==> config.mk <==
export PLATFORM = sky130hd
export DESIGN_NAME = ata_fifo
export DESIGN_NICKNAME = d
export VERILOG_FILES = /design/src/rtl/core/ata_fifo.sv
export SDC_FILE = /design/constraint.sdc
export NUM_CORES = 1
export LEC_CHECK = 0
export ABC_AREA = 1
export BUFFER_PORTS_ARGS = -buffer_cell sky130_fd_sc_hd__buf_2
export CAP_MARGIN = 0
export CORE_MARGIN = 2
export CORE_UTILIZATION = 44
export CTS_CLUSTER_DIAMETER = 50
export DETAILED_ROUTE_END_ITERATION = 8
export MAX_ROUTING_LAYER = met4
export PLACE_DENSITY = 0.7
export SYNTH_ARGS = -nofsm -noshare
export SYNTH_HDL_FRONTEND = slang
export SYNTH_SLANG_ARGS = --single-unit
==> constraint.sdc <==
create_clock -name clk -period 1.1 [get_ports clk]
set_input_delay 0.055 -clock clk [delete_from_list [all_inputs] [get_ports clk]]
set_output_delay 0.055 -clock clk [all_outputs]
set_load 0.02 [all_outputs]
==> src/rtl/core/ata_fifo.sv <==
// short queue between the window front end and the angle back end
// no dependencies
module ata_fifo #(
	parameter int WIDTH = 8,
	parameter int DEPTH = 2
) (
	input  logic             clk,
	input  logic             arst_n,
	input  logic             push,
	input  logic [WIDTH-1:0] push_data,
	output logic             full,
	input  logic             pop,
	output logic [WIDTH-1:0] pop_data,
	output logic             empty
);

	localparam int PW = (DEPTH > 1) ? $clog2(DEPTH) : 1;
	localparam int CW = $clog2(DEPTH + 1);

	logic [WIDTH-1:0] entry_q [DEPTH];
	logic [PW-1:0]    wr_q;
	logic [PW-1:0]    rd_q;
	logic [CW-1:0]    count_q;

	assign full     = (count_q == CW'(DEPTH));
	assign empty    = (count_q == '0);
	assign pop_data = entry_q[rd_q];

	always_ff @(posedge clk) begin
		if (push) begin
			entry_q[wr_q] <= push_data;
		end
	end

	always_ff @(posedge clk or negedge arst_n) begin
		if (!arst_n) begin
			wr_q    <= '0;
			rd_q    <= '0;
			count_q <= '0;
		end else begin
			if (push) begin
				wr_q <= (wr_q == PW'(DEPTH - 1)) ? '0 : wr_q + 1'b1;
			end
			if (pop) begin
				rd_q <= (rd_q == PW'(DEPTH - 1)) ? '0 : rd_q + 1'b1;
			end
			case ({push, pop})
				2'b10:   count_q <= count_q + 1'b1;
				2'b01:   count_q <= count_q - 1'b1;
				default: count_q <= count_q;
			endcase
		end
	end

endmodule

# Word level (Yosys, flattened, before mapping)
# Memory sizes are Yosys's and may differ from the RTL's.
# Index checks and enable logic that the tools add are counted.
[word_totals]
ff_bits = 4
mem_bits_rw = 16
inputBits = 12
wordCells = 18
n_memories = 1
[memory_table]
columns = ["memory", "words", "word_bits", "rd", "rd_clocked_by_memory_dff", "wr", "line_no", "text"]
rows = [
  ["entry_q", 2, 8, 1, 0, 1, "20", "logic [WIDTH-1:0] entry_q [DEPTH];"],
]
[op_classes]
addsub = 4
eq_ne = 3
n_mux = 5
n_reduce_logical = 2
[ops]
columns = ["op", "count"]
rows = [
  ["$eq A2 B2 Y1 const B", 2],
  ["$mux W1", 4],
  ["$pmux W2 S2", 1],
  ["$add A1 B1 Y1 const B", 2],
  ["$add A2 B1 Y2 const B", 1],
  ["$eq A2 B1 Y1 const B", 1],
  ["$logic_not A2 Y1", 1],
  ["$reduce_bool A2 Y1", 1],
  ["$sub A2 B1 Y2 const B", 1],
]

# Logic depth before layout (Yosys ltp)
[depth]
depth_word = 2
depth_mapped = 7
depth_no_buf = 7

# Worst setup path before layout
# OpenSTA, ideal clock, no wires.
[synth_path]
kind = "register -> register"
from = "register wr_q"
to = "memory entry_q[0][0], enable pin"
setup_time_ns = 0.370
arrival_time_ns = 0.774
required_ns = 0.730
path_slack_ns = -0.044
path_stages_with_launch = 2
path_cell_list = "dfrtp_1 -> nor2_1"
[synth_rtl]
columns = ["item", "line_no", "text"]
rows = [
  ["start, declared", "21", "logic [PW-1:0] wr_q;"],
  ["start signal, assigned", "42", "wr_q <= (wr_q == PW'(DEPTH - 1)) ? '0 : wr_q + 1'b1;"],
  ["end, declared", "20", ""],
]
# Straight into the memory's write port.

# Final worst setup path
[layout_path]
from = "register rd_q"
to = "output port pop_data[4]"
[layout_via]
elab_chain_cells = 1
[layout_lines]
columns = ["item", "line_no", "text"]
rows = [
  ["start, declared", "22", "logic [PW-1:0] rd_q;"],
  ["start signal, assigned", "45", "rd_q <= (rd_q == PW'(DEPTH - 1)) ? '0 : rd_q + 1'b1;"],
  ["$mem_v2 Z2 W8", "-", ""],
  ["end, declared", "13", "output logic [WIDTH-1:0] pop_data,"],
]
# Every way passes these cells.

==> flow_summary.ini <==
[grt]
antenna_found_initial = 0
grt.overflow.total = 0
grt_max_degree = 13
grt_pass1_vias = 510
grt_use_total_pct = 15.24
grt_pass1_wl_um = 2166

[route]
vias = 573
ant_nets = 0
drt-vias-per-instance = 4.374
wl_per_cell_um = 11.25
drt_first_pass_iters = 4
drt_iter0_markers = 7
drc_errors = 0
wl_um = 1474

[layout]
drive_above_1_share_pct = 45.28
finish.instance_area_um2 = 1236
diodes = 0
area_delta_synth_final_pct = 50.61
final_common_cell = edfxtp_1
final_cell_mix = 16 x edfxtp_1, 11 x inv_1, 11 x dlygate4sd3_1, 11 x buf_2, 10 x nand2_1
layout.nets = 120

[floorplanning]
dieHeight_um = 47.19
dieArea_um2 = 2227
core_area_um2 = 1745
die_w_um = 47.19
start_util_pct = 47.03
rows = 15
io-pin-count = 22

[yosys]
synth.yosys.seq_area_share_pct = 70.73
syn_nets = 79
syn_area_um2 = 820.8
ys_seq_elements = 20
ys_warn_count = 0
synth_cells = 66
syn_avg_cell_area_um2 = 12.44
ys_types = 14

[sta]
clock_skew_ps = 6.610
period_needed_ps = 1240
timing.hold.ws_ps = 89.98
tns_ps = -990.0
slew_headroom_pct = 88.45
setup-violations-final = 8
slew_viol_final = 0
fin_ws_ps = -140.5
worst_slew_pin_slew_ps = 172.8
hold_viol_final = 0
finalCritPeriodShare_pct = 112.8
grt_setup_unrepaired = yes
fmax_mhz = 806.1

[worst_hold_path]
hold_class = in -> async

[pwr]
irDropWorstVdd_uv = 1365
post-layout-total-power_mw = 3.133
p_leak_nw = 0.5433
p_per_area_nw_per_um2 = 2534

[run_status]
run_status = complete, but fails checks
violations = negative setup slack

[clock_tree]
numCtsBuffers = 3
cts.sinks = 20
cts_tree = built
clk_latency_ps = 290
clk_pin_slew_ps = 110
cts_root_buffer = clkbuf_4
htreeDepth = 1
clk_path_buf_depth = 2

[critical_path]
crit_type = reg -> out
start_kind = flop
arrival_ps = 1190
end_kind = output port
reg2reg_slack_ps = 100
required_ps = 1040
worstPathMaxFanout = 7

[placement]
place_congestion = 0.6786
hpwl_um = 823
placed_area_um2 = 940.9
io_buffers = 21
dpl_worst_slack_ps = -39.83

[run]
drv_cap = 0
-- cell type report --
class | instances | area, µm²
clock buffers | 3 | 22.52
clock inverters | 1 | 30.03
fillers | 134 | 509.2
inverters | 14 | 56.30
multi-input cells | 30 | 197.7
flip-flops and latches | 20 | 583.1
well taps | 25 | 31.28
repair buffers | 38 | 315.3
-- path summary, 6_finish.rpt --
kind,from,endpoint,depth (start not counted)
setup / recovery,rd_q,pop_data[4],4
hold / removal,arst_n,rd_q,2
setup reg to reg,wr_q,entry_q[1][0],2
hold reg to reg,wr_q,wr_q,1
max in group asynchronous,arst_n,count_q[0],2
min in group clk,push,entry_q[1][6],3
-- power breakdown --
part	leakage, nW	internal (mW)	switching, mW
combinational	0.320	0.663	0.712
sequential	0.195	1.03	0.137
clock	0.0279	0.368	0.219
total	0.543	2.07	1.07
-- critical path, stage by stage (launching register included) --
cell,delay [ps]
dfrtp_2,480
buf_4,160
nand2_1,70
o21ai_2,60
buf_6,130
-- registers in the layout (all words and copies together), names as in the netlist --
signal and flops:
count_q 2, wr_q 1, entry_q 16, rd_q 1
-- cell usage after synthesis, drive strengths merged --
cell type  count  area (µm²)
dfrtp          4       100.1
xnor2          1       8.760
xor2           2       17.52
o21ai          8       51.30
nand4          1       6.260
nand2         13       48.80
edfxtp        16       480.5
buf            2       26.27
inv           14       52.55
nand3          1       5.000
nor2           3       11.26
ha             1       12.51
-- kinds of logic after synthesis --
group | Yosys count | share of synthesized area, %
XOR/XNOR | 3 | 3.202
AND/OR/NAND/NOR | 18 | 8.689
adder cells (fa/ha/maj) | 1 | 1.524
buffers and inverters | 16 | 9.603
AO/OA/AOI/OAI | 8 | 6.250
flip-flops | 20 | 70.73
-- through the flow --
stage / instances / util (%)
after floorplan: 66 / -
after global placement: 111 / 53.91
after detailed placement: 111 / 53.91
after CTS: 130 / 68.96
after global routing: 131 / 70.82
final: 131 / 70.82
-- timing repair --
| action | 4_1_cts | 5_1_grt |
|---|---|---|
| hold buffers | 11 | 0 |
| setup endpoints to repair | 8 | 19 |
| buffers inserted | 4 | 1 |
| endpoints found under the hold margin | 22 | 0 |
| pin swaps | 6 | 2 |
| resized for setup | 28 | 8 |
-- metal layers --
| metal | up-vias | wire length [µm] | track usage (%) | share of wire, % |
|---|---|---|---|---|
| li1 | 290 | - | - | - |
| met1 | 266 | 651 | 18.94 | 44 |
| met2 | 15 | 775 | 24.66 | 53 |
| met3 | 2 | 37 | 2.308 | 2.5 |
| met4 | 0 | 10 | 6.667 | 0.68 |
| met5 | - | 0 | - | 0 |
(Power assumes the default switching activity.)
