### config.mk
export PLATFORM = sky130hd
export DESIGN_NAME = ata_front
export DESIGN_NICKNAME = d
export VERILOG_FILES = /design/src/rtl/core/ata_pkg.sv /design/src/rtl/core/ata_ram.sv /design/src/rtl/core/ata_front.sv
export SDC_FILE = /design/constraint.sdc
export NUM_CORES = 1
export LEC_CHECK = 0
export BUFFER_PORTS_ARGS = -buffer_cell sky130_fd_sc_hd__buf_2
export CAP_MARGIN = 20
export CORE_UTILIZATION = 30
export CTS_BUF_LIST = sky130_fd_sc_hd__clkbuf_4 sky130_fd_sc_hd__clkbuf_8 sky130_fd_sc_hd__clkbuf_16
export DETAILED_ROUTE_END_ITERATION = 6
export PLACE_DENSITY = 0.56
export SLEW_MARGIN = 10
export SYNTH_ARGS = -nofsm -noshare
export SYNTH_HDL_FRONTEND = slang
export SYNTH_SLANG_ARGS = --single-unit
### constraint.sdc
create_clock -name clk -period 12.54 [get_ports clk]
set_clock_uncertainty 0.2 [all_clocks]
set_input_delay 3.762 -clock clk [delete_from_list [all_inputs] [get_ports clk]]
set_output_delay 3.762 -clock clk [all_outputs]
set_load 0.02 [all_outputs]
### src/rtl/core/ata_pkg.sv
// shared types, constants and the arctangent table for the tilt angle block
// no dependencies
package ata_pkg;

	localparam int WINDOW_DEPTH_DEF = 10;
	localparam int SAMPLE_BITS_DEF  = 16;
	localparam int FIELD_W          = 16;
	localparam int ANGLE_W          = 16;
	localparam int CORDIC_ITERS     = 24;
	localparam int ITER_W           = 5;
	localparam int FRAC_SHIFT       = 16;
	localparam int ROUND_SHIFT      = 17;
	localparam int Z_W              = 33;
	localparam int HALF_PI_Q13      = 12868;
	localparam int QUEUE_DEPTH      = 2;

	typedef struct packed {
		logic signed [FIELD_W-1:0] accel_x;
		logic signed [FIELD_W-1:0] accel_y;
		logic signed [FIELD_W-1:0] accel_z;
	} sample_t;

	typedef struct packed {
		logic signed [ANGLE_W-1:0] roll_now;
		logic signed [ANGLE_W-1:0] pitch_now;
		logic signed [ANGLE_W-1:0] roll_smoothed;
		logic signed [ANGLE_W-1:0] pitch_smoothed;
	} angles_t;

	typedef struct packed {
		logic idle;
		logic done;
	} tilt_status_t;

	typedef enum logic [1:0] {
		F_IDLE,
		F_READ,
		F_UPDATE
	} front_state_t;

	typedef enum logic [2:0] {
		T_IDLE,
		T_SQUARE,
		T_SUM,
		T_ROOT,
		T_INIT,
		T_ROTATE,
		T_DONE
	} tilt_state_t;

	// atan(2^-i) in Q2.30, truncated
	function automatic logic [31:0] atan_q30(input logic [ITER_W-1:0] idx);
		logic [31:0] t;
		case (idx)
			5'd0: t = 32'h3243F6A8;
			5'd1: t = 32'h1DAC6705;
			5'd2: t = 32'h0FADBAFC;
			5'd3: t = 32'h07F56EA6;
			5'd4: t = 32'h03FEAB76;
			5'd5: t = 32'h01FFD55B;
			5'd6: t = 32'h00FFFAAA;
			5'd7: t = 32'h007FFF55;
			5'd8: t = 32'h003FFFEA;
			5'd9: t = 32'h001FFFFD;
			5'd10: t = 32'h000FFFFF;
			5'd11: t = 32'h0007FFFF;
			5'd12: t = 32'h0003FFFF;
			5'd13: t = 32'h0001FFFF;
			5'd14: t = 32'h0000FFFF;
			5'd15: t = 32'h00007FFF;
			5'd16: t = 32'h00003FFF;
			5'd17: t = 32'h00001FFF;
			5'd18: t = 32'h00000FFF;
			5'd19: t = 32'h000007FF;
			5'd20: t = 32'h000003FF;
			5'd21: t = 32'h000001FF;
			5'd22: t = 32'h000000FF;
			5'd23: t = 32'h0000007F;
			default: t = 32'h00000000;
		endcase
		return t;
	endfunction

endpackage

### src/rtl/core/ata_ram.sv
// generic single write port ram with registered read
// no dependencies
module ata_ram #(
	parameter int WIDTH = 8,
	parameter int DEPTH = 16
) (
	input  logic                     clk,
	input  logic                     we,
	input  logic [$clog2(DEPTH)-1:0] waddr,
	input  logic [WIDTH-1:0]         wdata,
	input  logic [$clog2(DEPTH)-1:0] raddr,
	output logic [WIDTH-1:0]         rdata
);

	logic [WIDTH-1:0] mem [DEPTH];

	always_ff @(posedge clk) begin
		if (we) begin
			mem[waddr] <= wdata;
		end
		rdata <= mem[raddr];
	end

endmodule

### src/rtl/core/ata_front.sv
// front end: takes sample beats, updates the moving windows and running sums
// depends on ata_pkg, ata_ram
module ata_front #(
	parameter int WINDOW_DEPTH = ata_pkg::WINDOW_DEPTH_DEF,
	parameter int SAMPLE_BITS  = ata_pkg::SAMPLE_BITS_DEF,
	parameter int SUM_W        = SAMPLE_BITS + $clog2(WINDOW_DEPTH),
	parameter int ENTRY_W      = 3 * SAMPLE_BITS + 3 * SUM_W
) (
	input  logic                clk,
	input  logic                arst_n,
	input  logic                sample_valid,
	output logic                sample_ready,
	input  ata_pkg::sample_t    sample,
	output logic                push,
	output logic [ENTRY_W-1:0]  push_data,
	input  logic                full
);

	localparam int SLOT_W = $clog2(WINDOW_DEPTH);
	localparam int HIST_W = 3 * SAMPLE_BITS;

	ata_pkg::front_state_t state_q, state_d;

	logic [SLOT_W-1:0]             slot_q;
	logic [WINDOW_DEPTH-1:0]       valid_q;
	logic signed [SAMPLE_BITS-1:0] x_q, y_q, z_q;
	logic signed [SAMPLE_BITS-1:0] x_in, y_in, z_in;
	logic signed [SAMPLE_BITS-1:0] ox, oy, oz;
	logic signed [SUM_W-1:0]       sum_x_q, sum_y_q, sum_z_q;
	logic signed [SUM_W-1:0]       sum_x_d, sum_y_d, sum_z_d;
	logic [HIST_W-1:0]             rdata;
	logic [HIST_W-1:0]             old_hist;
	logic                          accept;
	logic                          update;

	generate
		if (SAMPLE_BITS <= ata_pkg::FIELD_W) begin : g_narrow
			assign x_in = sample.accel_x[SAMPLE_BITS-1:0];
			assign y_in = sample.accel_y[SAMPLE_BITS-1:0];
			assign z_in = sample.accel_z[SAMPLE_BITS-1:0];
		end else begin : g_wide
			assign x_in = {{(SAMPLE_BITS - ata_pkg::FIELD_W){1'b0}}, sample.accel_x};
			assign y_in = {{(SAMPLE_BITS - ata_pkg::FIELD_W){1'b0}}, sample.accel_y};
			assign z_in = {{(SAMPLE_BITS - ata_pkg::FIELD_W){1'b0}}, sample.accel_z};
		end
	endgenerate

	ata_ram #(
		.WIDTH(HIST_W),
		.DEPTH(WINDOW_DEPTH)
	) u_hist (
		.clk  (clk),
		.we   (update),
		.waddr(slot_q),
		.wdata({x_q, y_q, z_q}),
		.raddr(slot_q),
		.rdata(rdata)
	);

	always_comb begin
		state_d = state_q;
		case (state_q)
			ata_pkg::F_IDLE:   if (accept) state_d = ata_pkg::F_READ;
			ata_pkg::F_READ:   state_d = ata_pkg::F_UPDATE;
			ata_pkg::F_UPDATE: state_d = ata_pkg::F_IDLE;
			default:           state_d = ata_pkg::F_IDLE;
		endcase
	end

	always_comb begin
		sample_ready = (state_q == ata_pkg::F_IDLE) && !full;
		update       = (state_q == ata_pkg::F_UPDATE);
	end

	assign accept   = sample_valid && sample_ready;
	// slot never written since reset reads as zero
	assign old_hist = valid_q[slot_q] ? rdata : '0;
	assign ox       = old_hist[HIST_W-1 -: SAMPLE_BITS];
	assign oy       = old_hist[2*SAMPLE_BITS-1 -: SAMPLE_BITS];
	assign oz       = old_hist[SAMPLE_BITS-1:0];
	assign sum_x_d  = sum_x_q + SUM_W'(x_q) - SUM_W'(ox);
	assign sum_y_d  = sum_y_q + SUM_W'(y_q) - SUM_W'(oy);
	assign sum_z_d  = sum_z_q + SUM_W'(z_q) - SUM_W'(oz);
	assign push      = update;
	assign push_data = {x_q, y_q, z_q, sum_x_d, sum_y_d, sum_z_d};

	always_ff @(posedge clk) begin
		if (accept) begin
			x_q <= x_in;
			y_q <= y_in;
			z_q <= z_in;
		end
	end

	always_ff @(posedge clk or negedge arst_n) begin
		if (!arst_n) begin
			state_q <= ata_pkg::F_IDLE;
			slot_q  <= '0;
			valid_q <= '0;
			sum_x_q <= '0;
			sum_y_q <= '0;
			sum_z_q <= '0;
		end else begin
			state_q <= state_d;
			if (update) begin
				sum_x_q         <= sum_x_d;
				sum_y_q         <= sum_y_d;
				sum_z_q         <= sum_z_d;
				valid_q[slot_q] <= 1'b1;
				slot_q <= (slot_q == SLOT_W'(WINDOW_DEPTH - 1)) ? '0 : slot_q + 1'b1;
			end
		end
	end

endmodule

## Yosys cells after proc, flatten, opt, wreduce, memory -nomap -nowiden

Memories as Yosys holds them, arrays and structs flattened. A register that Yosys moved wholly into a read port is not among the register bits.
Index checks and enable logic that the tools add are counted.

| storage, ports and cells | value |
|---|---|
| logic and storage cells | 39 |
| memories kept | 1 |
| output and inout bits | 110 |
| RAM bits | 480 |
| bits in registers | 124 |
| bits of input ports | 52 |

| operators by class | value |
|---|---|
| bitwise gates (word level) | 1 |
| muxes and demuxes | 10 |
| magnitude comparators | 2 |
| $add $sub $neg | 7 |
| equality and inequality tests | 4 |
| reductions and logical operators | 5 |

Memory list:

| memory | depth | bits a word | read ports | clocked after memory_dff | wr ports | line | RTL |
|---|---|---|---|---|---|---|---|
| u_hist.mem | 10 | 48 | 1 | 1 | 1 | ata_ram.sv:15 | `logic [WIDTH-1:0] mem [DEPTH];` |

Operators by type and width:

| operator | number |
|---|---|
| adder 20 x 16 -> 20 bit | 3 |
| subtractor 20 x 16 -> 20 bit | 3 |
| two-way mux 48 bit | 1 |
| bitwise OR 10 bit | 1 |
| less-than comparator 4 x 5 -> 1 bit (second input constant) | 1 |
| adder 4 x 1 -> 4 bit (second input constant) | 1 |
| binary-select mux 1 bit (select 4 bit) | 1 |
| demux 1 bit (select 4 bit) | 1 |
| equality test 4 bit (second input constant) | 1 |
| greater-or-equal comparator 4 x 1 -> 1 bit (second input constant) | 1 |
| two-way mux 1 bit | 4 |
| two-way mux 4 bit | 1 |
| case mux 2 bit (2 select lines) | 1 |
| logical AND 1 bit | 3 |
| equality test 2 x 1 -> 1 bit (second input constant) | 1 |
| equality test 2 bit (second input constant) | 1 |
| zero test 2 bit | 1 |
| two-way mux 2 bit | 1 |
| != test 2 bit (second input constant) | 1 |
| zero test 1 bit | 1 |

## Logic depth before layout (Yosys ltp)

| logic depth | value |
|---|---|
| depth after elaboration | 5 |
| mapped depth | 20 |
| gate-level depth less buffers | 16 |

## Modules after synthesis

Synthesis repeated with hierarchy kept, for this count alone.

| unflattened totals | value |
|---|---|
| cell total of the unflattened synthesis | 2031 |
| area total of the unflattened synthesis | 29132.9 µm² |

Modules (own cells, without submodules):

| module | times used | area each (µm²) | cells each | sequential area each (µm²) |
|---|---|---|---|---|
| ata_ram | 1 | 19711.4 | 1038 | 15374.7 |
| ata_front | 1 | 9421.5 | 993 | 3343.2 |

## Least setup slack after synthesis

No wires, ideal clock.

| timing | value |
|---|---|
| kind | input to output |
| start | input port full |
| end | output port sample_ready |
| slack | 4.300 ns |
| buffers on the path | 0 |
| stages on the path | 1 |
| arrival time | 4.278 ns |
| cells stage by stage | nor3_1 |

| on the way | value |
|---|---|
| longest elaborated chain between the ends | 2 |

Ends and longest elaborated chain:

| what | line | RTL |
|---|---|---|
| from (decl) | ata_front.sv:16 | `input logic full` |
| zero test 1 bit | ata_front.sv:71 | `sample_ready = (state_q == ata_pkg::F_IDLE) && !full;` |
| logical AND 1 bit | ata_front.sv:71 |  |
| to (decl) | ata_front.sv:12 | `output logic sample_ready,` |

Every way passes these cells.

## Worst setup path in the final report

| timing | value |
|---|---|
| start | register slot_q[1] |
| end | output port push_data[39] |

| on the way | value |
|---|---|
| longest elaborated chain between the ends | 4 |

Ends and longest elaborated chain:

| what | line | RTL |
|---|---|---|
| from (decl) | ata_front.sv:24 | `logic [SLOT_W-1:0] slot_q;` |
| from (signal assigned) | ata_front.sv:110 | `slot_q <= (slot_q == SLOT_W'(WINDOW_DEPTH - 1)) ? '0 : slot_q + 1'b1;` |
| binary-select mux 1 bit (select 4 bit) | ata_front.sv:77 | `assign old_hist = valid_q[slot_q] ? rdata : '0;` |
| two-way mux 1 bit (not written as such) | ata_front.sv:77 |  |
| two-way mux 48 bit | ata_front.sv:77 |  |
| subtractor 20 x 16 -> 20 bit | ata_front.sv:82 | `assign sum_y_d = sum_y_q + SUM_W'(y_q) - SUM_W'(oy);` |
| to (decl) | ata_front.sv:15 | `output logic [ENTRY_W-1:0] push_data,` |

Every way passes these cells. The select of a mux whose other input is x is not followed.

==> results.yml <==
clock_network:
  cts.repair.resized: 0
  clk_pin_slew_ns: 0.06
  cts_setup_buffers: 0
  clkLatencyLatePin_ns: 0.63
  numCtsBuffers: 78
  h-tree-depth: 3
  cts_tree: "yes"
  root_buffer: "clkbuf_16"
  cts_hold_buf: 0
  clock-sinks: 652
  cts_buffer_depth: 3
synth:
  synth_seq_cells: 652
  synthFlopType: "edfxtp_1"
  synth_cell_types: 64
  synth_top_area_frac: 0.554
  synth_edf_count: 528
  synth_nets: 2046
  synth_area_leaders: "edfxtp_1 55%, mux4_2 7.7%, dfrtp_1 6.6%, fa_1 4.0%, dfxtp_1 3.4%"
  yosys_warnings: 0
  synthesis.area_mm2: 0.0286
  synth.avg_cell_area_um2: 15.3
  seq_area_frac_synth: 0.654
  yosys.area.top_type: "edfxtp_1"
  postSynth.asyncResetShare: 0.117
  synthCells: 1874
worst_setup_path:
  cp-start-kind: "register"
  rr_startpoint: "slot_q[1]"
  rr_endpoint: "sum_y_q[15]"
  critical_path_required_ns: 8.58
  r2r_slack_ns: 6.88
  cp-end-kind: "primary output"
  arrival_ns: 6.10
  critical_path_class: "reg2out"
  ff2ff_path_depth: 15
  cp_max_fo: 54
grt:
  antenna_found_initial: 1
  overflow: 0
  track_usage: 0.140
  grt_start_max_net_pins: 124
  grt_pass1_wl_mm: 103
  grt_pass1_vias: 16900
die:
  die-area_mm2: 0.0967
  io_pins: 162
  start_util: 0.305
  die_h_um: 311
  coreArea_mm2: 0.0939
  die_w_um: 311
  num_rows: 112
outcome:
  status: "finished clean"
drt:
  wl_per_cell_um: 19.9
  drc: 0
  ant_nets: 0
  drt-pass1-iter-count: 5
  via_count: 15900
  drt-total-wl_mm: 67.2
  viasPerCell: 4.70
  first_iter_violations: 911
worst_hold_path:
  hold_start: "state_q[1]"
  min_to: "state_q[1]"
  whs_path_depth: 1
  min_path_type: "reg2reg"
layout:
  nets: 2233
  drive_above_1_share: 0.225
  synthToLayoutAreaGrowth_pct: 17.7
  final_common_cell: "edfxtp_1"
  layout_common_cells: "528 x edfxtp_1, 228 x inv_1, 160 x buf_2, 98 x mux4_2, 95 x a21oi_1"
  finalNonFillerCells: 3382
timing:
  slew_headroom: 0.273
  fmax_mhz: 99.4
  fin_crit_sh: 0.802
  final.setup.tns_ns: 0
  fin_crit_ns: 10.06
  worst_pin_slew_ns: 1.08
  setup_viol: 0
  finalHoldViolations: 0
  rsz0062_at_grt: "no"
  drv_slew: 0
place:
  dp_hpwl_mm: 40.4
  gp_congestion: 0.820
  io_buffers: 161
  dp.cells: 3234
run:
  cap_violations: 0
==> kinds of logic after synthesis <==
| kind of cell | count (synthesis) | share of synthesized area |
|---|---|---|
| DFF | 652 | 0.654 |
| buffers and inverters | 306 | 0.0410 |
| AOI/OAI and AO/OA | 294 | 0.0658 |
| and+or+nand+nor | 272 | 0.0506 |
| muxes | 168 | 0.103 |
| adders and majority gates | 120 | 0.0674 |
| xor gates and xnor gates | 62 | 0.0190 |
==> cell type report <==
class                   instances  area [um2]
clock buffers                  98        2150
well taps                    1254        1570
multi-input cells             916        8820
inverters                     229         862
flip-flops and latches        652       18700
diodes                          1        2.50
repair buffers                184        1010
fillers                      8984       60200
clock inverters                48         548
==> how the worst max path moves through the flow <==
stage | start | end | cells past startpoint
after floorplan | full | sample_ready | 1
after global placement | slot_q[0] | push_data[59] | 16
after detailed placement | slot_q[1] | push_data[59] | 16
after CTS | slot_q[1] | push_data[59] | 16
after global routing | slot_q[1] | push_data[39] | 16
final | slot_q[1] | push_data[39] | 16
==> routing by layer <==
layer / track usage / vias to the layer above / routed length (um)
met5: 0 / - / 0
met4: 0.0388 / 0 / 1640
met3: 0.0257 / 101 / 2970
met2: 0.226 / 378 / 31400
met1: 0.191 / 8154 / 31200
li1: - / 7259 / -
==> cells in the mapped netlist (54+ instances only) <==
library cell,n
ha_1,63
o21ai_0,59
a21oi_1,95
fa_1,57
a211oi_1,55
mux4_2,98
inv_1,228
edfxtp_1,528
nor2b_1,54
nand2_1,69
dfrtp_1,76
==> flip-flops by register name, indices dropped and copies added (netlist names), 16 cells and up <==
register      cells
sum_x_q          20
sum_y_q          20
sum_z_q          20
u_hist.mem      480
u_hist.rdata     48
x_q              16
y_q              16
z_q              16
==> critical path, stage by stage, from the launching register on <==
cell and delay (ns):
dfrtp_4 0.98, mux4_2 0.34, mux2i_1 0.10, o21ai_4 0.60
buf_4 0.44, and2_1 0.21, fa_1 0.43, inv_1 0.10
ha_1 0.25, a211oi_1 0.30, o21ai_0 0.24, nand2_1 0.16
a41oi_1 0.28, a311o_1 0.47, xnor2_1 0.22, xor2_1 0.16
buf_2 0.18
==> stage by stage <==
step	setup slack (ns)	util	hold slack, ns	cell area [um2]
6_report	2.48	0.359	0.260	33700
5_1_grt	2.01	0.359	0.283	33700
4_1_cts	2.30	0.359	0.262	33700
3_5_place_dp	2.99	0.330	0.250	31000
3_3_place_gp	3.09	0.330	0.242	31000
2_1_floorplan	4.30	-	0.227	28600
Power is left out: the tool's default activity adds up to more than one toggle a clock period on the data nets, which glitch-free logic cannot reach.
